$ cat config.mk
export PLATFORM = sky130hd
export DESIGN_NAME = button_click_gesture_detector_flat
export DESIGN_NICKNAME = d
export VERILOG_FILES = /design/src/sv/bcg_pkg.sv /design/src/sv/bcg_in_if.sv /design/src/sv/bcg_out_if.sv /design/src/sv/bcg_regs.sv /design/src/sv/bcg_step.sv /design/src/sv/button_click_gesture_detector.sv /design/src/flat_wrapper.sv
export SDC_FILE = /design/constraint.sdc
export NUM_CORES = 1
export LEC_CHECK = 0
export BUFFER_PORTS_ARGS = -buffer_cell sky130_fd_sc_hd__clkbuf_2
export CORE_ASPECT_RATIO = 0.5
export CORE_MARGIN = 8
export CORE_UTILIZATION = 45
export CTS_BUF_LIST = sky130_fd_sc_hd__clkbuf_8
export CTS_CLUSTER_SIZE = 30
export DETAILED_ROUTE_END_ITERATION = 7
export GPL_ROUTABILITY_DRIVEN = 0
export PLACE_DENSITY = 0.67
export SYNTH_ARGS = -nofsm -noshare
export SYNTH_HDL_FRONTEND = slang
export SYNTH_SLANG_ARGS = --single-unit
$ cat constraint.sdc
create_clock -name clk -period 7.6 [get_ports clk]
set_input_delay 0.76 -clock clk [delete_from_list [all_inputs] [get_ports clk]]
set_output_delay 0.76 -clock clk [all_outputs]
set_load 0.02 [all_outputs]
$ cat src/sv/bcg_pkg.sv
// ----------------------------------------------------------------------------
// bcg_pkg
// Shared types and constants for the button click gesture detector.
// ----------------------------------------------------------------------------
`default_nettype none

package bcg_pkg;

	localparam int TIME_BITS = 32;
	localparam int NOW_BITS  = 32;
	localparam int HIT_BITS  = 4;
	localparam int ADDR_BITS = 4;
	localparam int DATA_BITS = 32;

	localparam logic [HIT_BITS-1:0] HIT_MAX = 4'd15;

	localparam logic [1:0] REG_PULL_UP       = 2'd0;
	localparam logic [1:0] REG_CLICK_TIMEOUT = 2'd1;
	localparam logic [1:0] REG_PRESS_TIMEOUT = 2'd2;

	localparam logic [7:0]  CLICK_TIMEOUT_RST = 8'd200;
	localparam logic [15:0] PRESS_TIMEOUT_RST = 16'd1000;

	localparam logic CMD_REFRESH = 1'b0;
	localparam logic CMD_LEVEL   = 1'b1;

	typedef logic [TIME_BITS-1:0] time_t;

	typedef struct packed {
		logic        pull_up;
		logic [7:0]  click_timeout;
		logic [15:0] press_timeout;
	} cfg_t;

	typedef struct packed {
		logic                command;
		logic                level;
		logic [NOW_BITS-1:0] now_ms;
	} in_beat_t;

	typedef struct packed {
		logic press_event;
		logic release_event;
		logic long_release_event;
		logic click_event;
		logic double_click_event;
		logic long_press_event;
		logic active;
	} out_beat_t;

	typedef struct packed {
		logic                last_level_high;
		logic                held_flag;
		logic                gesture_active;
		logic [HIT_BITS-1:0] hit_count;
		time_t               gesture_start;
	} state_t;

endpackage

`default_nettype wire

$ cat src/sv/bcg_in_if.sv
// ----------------------------------------------------------------------------
// bcg_in_if
// Input channel: command, pin level and millisecond time stamp.
// ----------------------------------------------------------------------------
`default_nettype none

interface bcg_in_if;
	logic                         valid;
	logic                         ready;
	logic                         command;
	logic                         level;
	logic [bcg_pkg::NOW_BITS-1:0] now_ms;

	modport source (output valid, command, level, now_ms, input ready);
	modport sink (input valid, command, level, now_ms, output ready);
endinterface

`default_nettype wire

$ cat src/sv/bcg_out_if.sv
// ----------------------------------------------------------------------------
// bcg_out_if
// Result channel: gesture event flags and the active flag.
// ----------------------------------------------------------------------------
`default_nettype none

interface bcg_out_if;
	logic valid;
	logic ready;
	logic press_event;
	logic release_event;
	logic long_release_event;
	logic click_event;
	logic double_click_event;
	logic long_press_event;
	logic active;

	modport source (output valid, press_event, release_event, long_release_event,
		click_event, double_click_event, long_press_event, active, input ready);
	modport sink (input valid, press_event, release_event, long_release_event,
		click_event, double_click_event, long_press_event, active, output ready);
endinterface

`default_nettype wire

$ cat src/sv/bcg_regs.sv
// ----------------------------------------------------------------------------
// bcg_regs
// APB configuration registers: pull_up, click_timeout, press_timeout.
// ----------------------------------------------------------------------------
`default_nettype none

module bcg_regs (
	input  wire logic                          clk,
	input  wire logic                          arst_n,
	input  wire logic                          psel,
	input  wire logic                          penable,
	input  wire logic                          pwrite,
	input  wire logic [bcg_pkg::ADDR_BITS-1:0] paddr,
	input  wire logic [bcg_pkg::DATA_BITS-1:0] pwdata,
	output logic      [bcg_pkg::DATA_BITS-1:0] prdata,
	output logic                               pready,
	output bcg_pkg::cfg_t                      cfg
);

	logic       wr_en;
	logic [1:0] reg_idx;
	logic       pull_up_q;
	logic [7:0] click_timeout_q;
	logic [15:0] press_timeout_q;

	assign pready  = 1'b1;
	assign reg_idx = paddr[3:2];
	assign wr_en   = psel && penable && pwrite;

	always_ff @(posedge clk or negedge arst_n) begin
		if (!arst_n) begin
			pull_up_q       <= 1'b0;
			click_timeout_q <= bcg_pkg::CLICK_TIMEOUT_RST;
			press_timeout_q <= bcg_pkg::PRESS_TIMEOUT_RST;
		end else if (wr_en && paddr[1:0] == 2'b00) begin
			case (reg_idx)
				bcg_pkg::REG_PULL_UP:       pull_up_q       <= pwdata[0];
				bcg_pkg::REG_CLICK_TIMEOUT: click_timeout_q <= pwdata[7:0];
				bcg_pkg::REG_PRESS_TIMEOUT: press_timeout_q <= pwdata[15:0];
				default: ;
			endcase
		end
	end

	always_comb begin
		prdata = '0;
		case (reg_idx)
			bcg_pkg::REG_PULL_UP:       prdata = {31'd0, pull_up_q};
			bcg_pkg::REG_CLICK_TIMEOUT: prdata = {24'd0, click_timeout_q};
			bcg_pkg::REG_PRESS_TIMEOUT: prdata = {16'd0, press_timeout_q};
			default:                    prdata = '0;
		endcase
	end

	assign cfg.pull_up       = pull_up_q;
	assign cfg.click_timeout = click_timeout_q;
	assign cfg.press_timeout = press_timeout_q;

endmodule

`default_nettype wire

$ cat src/sv/bcg_step.sv
// ----------------------------------------------------------------------------
// bcg_step
// One detector step: edge handling, then timeout checks, on the held state.
// ----------------------------------------------------------------------------
`default_nettype none

module bcg_step (
	input  bcg_pkg::cfg_t      cfg,
	input  bcg_pkg::state_t    cur,
	input  bcg_pkg::in_beat_t  beat,
	output bcg_pkg::state_t    nxt,
	output bcg_pkg::out_beat_t res
);

	localparam int PT_PAD = bcg_pkg::TIME_BITS - 16;
	localparam int CT_PAD = bcg_pkg::TIME_BITS - 8;

	bcg_pkg::time_t now;
	bcg_pkg::time_t dt_edge;
	bcg_pkg::time_t dt;
	bcg_pkg::time_t press_to;
	bcg_pkg::time_t click_to;
	logic           is_edge;
	logic           is_press;

	assign now      = bcg_pkg::time_t'(beat.now_ms);
	assign press_to = {{PT_PAD{1'b0}}, cfg.press_timeout};
	assign click_to = {{CT_PAD{1'b0}}, cfg.click_timeout};
	assign is_edge  = (beat.command == bcg_pkg::CMD_LEVEL) && (beat.level != cur.last_level_high);
	assign is_press = beat.level != cfg.pull_up;
	assign dt_edge  = now - cur.gesture_start;

	always_comb begin
		nxt = cur;
		res = '0;
		dt  = '0;

		if (is_edge) begin
			if (is_press) begin
				nxt.held_flag = 1'b1;
				if (!cur.gesture_active) begin
					nxt.gesture_active = 1'b1;
					nxt.gesture_start  = now;
				end
				res.press_event = 1'b1;
			end else if (dt_edge > press_to) begin
				res.long_release_event = 1'b1;
				nxt.held_flag          = 1'b0;
				nxt.gesture_active     = 1'b0;
				nxt.hit_count          = '0;
			end else begin
				res.release_event = 1'b1;
				if (cur.hit_count < bcg_pkg::HIT_MAX)
					nxt.hit_count = cur.hit_count + 1'b1;
				nxt.held_flag = 1'b0;
			end
			nxt.last_level_high = beat.level;
		end

		if (nxt.gesture_active) begin
			dt = now - nxt.gesture_start;
			if (dt >= press_to) begin
				res.long_press_event = nxt.held_flag && (nxt.hit_count == '0);
				nxt.held_flag      = 1'b0;
				nxt.gesture_active = 1'b0;
				nxt.hit_count      = '0;
			end else if (dt >= click_to && !nxt.held_flag) begin
				res.click_event        = nxt.hit_count == bcg_pkg::HIT_BITS'(1);
				res.double_click_event = nxt.hit_count == bcg_pkg::HIT_BITS'(2);
				nxt.held_flag      = 1'b0;
				nxt.gesture_active = 1'b0;
				nxt.hit_count      = '0;
			end
		end

		res.active = nxt.gesture_active;
	end

endmodule

`default_nettype wire

$ cat src/sv/button_click_gesture_detector.sv
// ----------------------------------------------------------------------------
// button_click_gesture_detector
// Press, release, click, double-click and long-press detection on a pin.
// ----------------------------------------------------------------------------
// Usage:
//   din carries one beat per pin sample or time refresh (command, level,
//   now_ms). dout returns exactly one beat per input beat with the event
//   flags and the active flag after that step.
//   The APB port sets pull_up (0x0), click_timeout (0x4) and press_timeout
//   (0x8); write them only while no beat is in flight.
// Path: the input register captures the accepted beat, then the combinational
//   step logic feeds the result register, which holds it until dout takes it.
// Throughput: one beat per cycle while dout is not held off; the step logic
//   on the gesture state is the only loop.
// Reset: arst_n clears the gesture state, both pipeline valids and loads the
//   register defaults (pull_up 0, click_timeout 200, press_timeout 1000).
// Stall: while dout is held off the result register keeps its beat; one more
//   beat is taken into the input register, then din.ready drops.
// ----------------------------------------------------------------------------
`default_nettype none

module button_click_gesture_detector (
	input  wire logic                          clk,
	input  wire logic                          arst_n,
	bcg_in_if.sink                             din,
	bcg_out_if.source                          dout,
	input  wire logic                          psel,
	input  wire logic                          penable,
	input  wire logic                          pwrite,
	input  wire logic [bcg_pkg::ADDR_BITS-1:0] paddr,
	input  wire logic [bcg_pkg::DATA_BITS-1:0] pwdata,
	output logic      [bcg_pkg::DATA_BITS-1:0] prdata,
	output logic                               pready
);

	bcg_pkg::cfg_t      cfg;
	bcg_pkg::state_t    state_q;
	bcg_pkg::state_t    state_nxt;
	bcg_pkg::in_beat_t  beat_s1;
	bcg_pkg::out_beat_t res_nxt;
	bcg_pkg::out_beat_t res_s2;
	logic               valid_s1;
	logic               valid_s2;
	logic               adv;
	logic               fire;

	bcg_regs u_regs (
		.clk     (clk),
		.arst_n  (arst_n),
		.psel    (psel),
		.penable (penable),
		.pwrite  (pwrite),
		.paddr   (paddr),
		.pwdata  (pwdata),
		.prdata  (prdata),
		.pready  (pready),
		.cfg     (cfg)
	);

	bcg_step u_step (
		.cfg  (cfg),
		.cur  (state_q),
		.beat (beat_s1),
		.nxt  (state_nxt),
		.res  (res_nxt)
	);

	assign adv       = !valid_s2 || dout.ready;
	assign fire      = valid_s1 && adv;
	assign din.ready = !valid_s1 || adv;

	always_ff @(posedge clk or negedge arst_n) begin
		if (!arst_n) begin
			valid_s1 <= 1'b0;
			valid_s2 <= 1'b0;
			state_q  <= '0;
		end else begin
			if (din.ready)
				valid_s1 <= din.valid;
			if (adv)
				valid_s2 <= valid_s1;
			if (fire)
				state_q <= state_nxt;
		end
	end

	always_ff @(posedge clk) begin
		if (din.valid && din.ready) begin
			beat_s1.command <= din.command;
			beat_s1.level   <= din.level;
			beat_s1.now_ms  <= din.now_ms;
		end
		if (fire)
			res_s2 <= res_nxt;
	end

	assign dout.valid              = valid_s2;
	assign dout.press_event        = res_s2.press_event;
	assign dout.release_event      = res_s2.release_event;
	assign dout.long_release_event = res_s2.long_release_event;
	assign dout.click_event        = res_s2.click_event;
	assign dout.double_click_event = res_s2.double_click_event;
	assign dout.long_press_event   = res_s2.long_press_event;
	assign dout.active             = res_s2.active;

`ifndef SYNTHESIS
	a_active_tracks_state: assert property (@(posedge clk) disable iff (!arst_n)
		fire |=> (dout.active == state_q.gesture_active))
		else $error("active flag differs from gesture state");

	a_held_in_gesture: assert property (@(posedge clk) disable iff (!arst_n)
		state_q.held_flag |-> state_q.gesture_active)
		else $error("held flag set outside a gesture");

	a_one_edge_kind: assert property (@(posedge clk) disable iff (!arst_n)
		valid_s2 |-> $countones({res_s2.press_event, res_s2.release_event,
			res_s2.long_release_event}) <= 1)
		else $error("more than one edge event in one beat");

	a_one_judgement: assert property (@(posedge clk) disable iff (!arst_n)
		valid_s2 |-> $countones({res_s2.click_event, res_s2.double_click_event,
			res_s2.long_press_event}) <= 1)
		else $error("more than one timeout event in one beat");
`endif

endmodule

`default_nettype wire
$ cat src/flat_wrapper.sv
// flat-port wrapper written by rule: the top's interface ports become plain ports
module button_click_gesture_detector_flat 
  (clk, arst_n, psel, penable, pwrite, paddr, pwdata, prdata, pready, din_valid, din_command, din_level, din_now_ms, din_ready, dout_valid, dout_press_event, dout_release_event, dout_long_release_event, dout_click_event, dout_double_click_event, dout_long_press_event, dout_active, dout_ready);
  bcg_in_if din_i ();
  bcg_out_if dout_i ();
  input  wire logic clk;
  input  wire logic arst_n;
  input  wire logic psel;
  input  wire logic penable;
  input  wire logic pwrite;
  input  wire logic [bcg_pkg::ADDR_BITS-1:0] paddr;
  input  wire logic [bcg_pkg::DATA_BITS-1:0] pwdata;
  output logic      [bcg_pkg::DATA_BITS-1:0] prdata;
  output logic pready;
  input wire logic [$bits(din_i.valid)-1:0] din_valid;
  input wire logic [$bits(din_i.command)-1:0] din_command;
  input wire logic [$bits(din_i.level)-1:0] din_level;
  input wire logic [$bits(din_i.now_ms)-1:0] din_now_ms;
  output wire logic [$bits(din_i.ready)-1:0] din_ready;
  output wire logic [$bits(dout_i.valid)-1:0] dout_valid;
  output wire logic [$bits(dout_i.press_event)-1:0] dout_press_event;
  output wire logic [$bits(dout_i.release_event)-1:0] dout_release_event;
  output wire logic [$bits(dout_i.long_release_event)-1:0] dout_long_release_event;
  output wire logic [$bits(dout_i.click_event)-1:0] dout_click_event;
  output wire logic [$bits(dout_i.double_click_event)-1:0] dout_double_click_event;
  output wire logic [$bits(dout_i.long_press_event)-1:0] dout_long_press_event;
  output wire logic [$bits(dout_i.active)-1:0] dout_active;
  input wire logic [$bits(dout_i.ready)-1:0] dout_ready;
  assign din_i.valid = din_valid;
  assign din_i.command = din_command;
  assign din_i.level = din_level;
  assign din_i.now_ms = din_now_ms;
  assign din_ready = din_i.ready;
  assign dout_valid = dout_i.valid;
  assign dout_press_event = dout_i.press_event;
  assign dout_release_event = dout_i.release_event;
  assign dout_long_release_event = dout_i.long_release_event;
  assign dout_click_event = dout_i.click_event;
  assign dout_double_click_event = dout_i.double_click_event;
  assign dout_long_press_event = dout_i.long_press_event;
  assign dout_active = dout_i.active;
  assign dout_i.ready = dout_ready;
  button_click_gesture_detector u_core (.clk(clk), .arst_n(arst_n), .din(din_i), .dout(dout_i), .psel(psel), .penable(penable), .pwrite(pwrite), .paddr(paddr), .pwdata(pwdata), .prdata(prdata), .pready(pready));
endmodule
==> results.yml <==
synthesis:
  synth_edf_count: 41
  ys_seq_area_share_pct: 30.25
  synth_area_um2: 9567
  synth_fa_ha_area_share_pct: 14.15
  synth.distinct_cells: 80
  synth-simple-area-share_pct: 17.05
  yosysWarnings: 0
  syn_area_per_cell_um2: 8.697
  synthTopCellsByArea: "dfrtp_1 15%, ha_1 14%, edfxtp_1 13%"
  synth_top_cell_by_area: "dfrtp_1"
  ys_async_sr_fraction_pct: 61.68
  synthMuxAreaShare_pct: 7.350
  ys.flop_type: "dfrtp_1"
  synth_top_family_by_area: "compound AO/OA/AOI/OAI gates"
  synth_compound_area_share_pct: 21.66
  synth_top_area_share_pct: 14.91
  ys_ff_latch: 107
  synth_xor_area_share_pct: 3.754
  synthCells: 1100
sta:
  max_freq_mhz: 152.2
  min_period_over_period_pct: 86.43
  worst_slack_ps: 1031
  worst_hold_slack_ps: 498.1
  worst_pin_slew_ps: 1121
  hold_viol: 0
  setup-tns-final_ps: 0
  slew_headroom_pct: 25.13
  fin_crit_ps: 6569
  grt_setup_unrepaired: "false"
  clock-skew-final_ps: 8.884
  slew_violations: 0
  setup_violations: 0
floorplan:
  die_w_um: 222.2
  placementRows: 37
  coreArea_um2: 20690
  io_pins: 119
  start_util_pct: 46.23
  die_h_um: 119.1
  die-area_um2: 26460
layout:
  regArea_um2: 2894
  fin_cells: 1436
  syn2layout_area_growth_pct: 8.004
  layout_common_cells: "124 x a21oi_1, 105 x ha_1, 97 x nor2_1"
  multi_input_area_um2: 6185
  finish.utilization_pct: 49.93
  n_antenna_cell: 0
  nFillCells: 2006
  drive_above_1_share_pct: 16.85
  nets: 1342
  final_common_cell: "a21oi_1"
  stdcell_area_um2: 10330
clock_tree:
  cts_buffers: 9
  clock_latency_ps: 400
  h-tree-depth: 3
  clockBufferDepth: 2
  cts_hold_buf: 0
  cts_sinks: 107
  tritoncts: "done"
  cts_resized: 0
  cts_root_buf: "clkbuf_8"
  cts_setup_buffers: 0
  path_clk_slew_ps: 100
power:
  ir_drop_uv: 112.8
  p_leak_nw: 4.503
  internal_power_mw: 1.855
  power_mw: 3.622
  comb_power_share_pct: 68.4
  power.switching_mw: 1.766
  switching_share_pct: 48.77
  clkPwrFrac_pct: 9.8
  p_seq_share_pct: 21.8
  p_per_area_nw_per_um2: 350.5
global_routing:
  grt_use_total_pct: 18.49
  grt_pass1_vias: 8153
  grt_max_degree: 67
  grt_antenna_before_repair: 0
  globalRoute.totalOverflow: 0
  grt_first_pass_wirelength_um: 40620
hold_path:
  hp-class: "primary input to async pin"
run_status:
  outcome: "complete, no violations"
drt:
  initialDrtViolationCount: 829
  drtPass1Iterations: 5
  routedWlPerCell_um: 17.24
  wirelength_um: 24760
  via_count: 8466
  post-route-drc-count: 0
  viasPerCell: 5.896
  antenna_left: 0
setup_path:
  arrival_ps: 6800
  critPathLaunch: "u_core.u_regs.pull_up_q"
  end_kind: "flop"
  crit_path_max_fanout: 62
  crit_required_ps: 7830
  startpoint_type: "flop"
  reg2reg_from: "u_core.u_regs.pull_up_q"
  worst-setup-path-type: "flop to flop"
place:
  hpwl_um: 20050
  placed_cells: 1420
  portBuffers: 85
  dpl_worst_slack_ps: 1153
  placed_cell_area_um2: 10140
run:
  max_cap_violations: 0
## logic make-up (layout without fill, tap and decap cells)
logic type | Yosys count | in the layout
AOI/OAI and AO/OA | 323 | 323
xor gates and xnor gates | 41 | 41
buffers and inverters | 128 | 176
muxes | 63 | 63
other | 2 | 17
and+or+nand+nor | 329 | 329
adders and majority gates | 107 | 107
DFF | 107 | 107
## area by class of cell
cell class,count,area share [%]
well taps,273,3.306
multi-input cells,880,59.86
flip-flops and latches,107,28.01
inverters,72,2.616
clock buffers,9,1.199
repair buffers,88,4.335
clock inverters,7,0.6781
## synthesized netlist by cell type, types with 5 or more instances
master / instances
xnor2_1: 24
a22o_1: 8
nand3_1: 20
o211ai_1: 8
nor2b_1: 7
inv_1: 69
dfstp_2: 9
a31oi_1: 11
or2_2: 6
nand2_1: 87
a2111oi_0: 5
a21o_1: 23
nand4_1: 33
nor4_1: 5
buf_4: 17
edfxtp_1: 41
o21ai_1: 6
o21bai_1: 8
a211oi_1: 11
mux2i_1: 5
and3_1: 5
mux2_2: 58
dfrtp_1: 57
or3_1: 8
o21a_1: 16
and2_1: 12
xor2_1: 17
nand2b_1: 9
clkbuf_1: 38
nor3_1: 19
ha_1: 105
a21oi_1: 124
nor2_1: 97
o21ai_0: 50
## power groups by stage
| stage | clock, mW | combinational [mW] | sequential, mW |
|---|---|---|---|
| 2_1_floorplan | 0 | 1.87 | 0.783 |
| 3_3_place_gp | 0 | 2.37 | 0.797 |
| 3_5_place_dp | 0 | 2.43 | 0.802 |
| 4_1_cts | 0.374 | 2.44 | 0.789 |
| 5_1_grt | 0.391 | 2.76 | 0.804 |
| 6_report | 0.357 | 2.48 | 0.790 |
## worst paths after layout
kind | depth (start not counted) | end | slack (ps)
worst max-delay path | 20 | u_core.dout.click_event | 1030
worst min-delay path | 2 | u_core.state_q[20] | 500
worst max register to register | 20 | u_core.dout.click_event | 1030
worst min register to register | 1 | u_core.state_q[2] | 510
max in group asynchronous | 2 | u_core.state_q[11] | 6460
min in group clk | 1 | u_core.state_q[2] | 510
## worst max-delay path, stage by stage, from the launching register on
cell and delay [ps]:
dfrtp_1 480, or3b_1 460, a211oi_4 270, buf_4 530, nor2_1 100, a21oi_1 190, ha_1 320, a21oi_1 330
nand2_1 80, o21ai_0 500, nand2_1 180, xor2_1 250, ha_1 280, a211o_1 260, a221oi_1 340, nand4_1 150
or4b_1 530, nand4bb_4 250, nor3_2 330, nor4b_2 290, nor4b_2 250
## flip-flops by register name, indices dropped and copies added (netlist names)
register,count
u_core.dout.release_event,1
u_core.dout.long_press_event,1
u_core.valid_s1,1
u_core.beat_s1,34
u_core.u_regs.click_timeout_q,8
u_core.dout.active,1
u_core.state_q,39
u_core.dout.click_event,1
u_core.u_regs.press_timeout_q,16
u_core.dout.press_event,1
u_core.dout.long_release_event,1
u_core.u_regs.pull_up_q,1
u_core.dout.valid,1
u_core.dout.double_click_event,1
## per-layer routing
metal / share of wire, % / wire length, um / global-route usage, %
met2: 43 / 10690 / 29.39
met4: 1.9 / 462 / 5.068
met1: 47 / 11590 / 24.95
met3: 8.2 / 2024 / 4.409
met5: 0 / 0 / 0
Power figures use the tool's default switching activity.
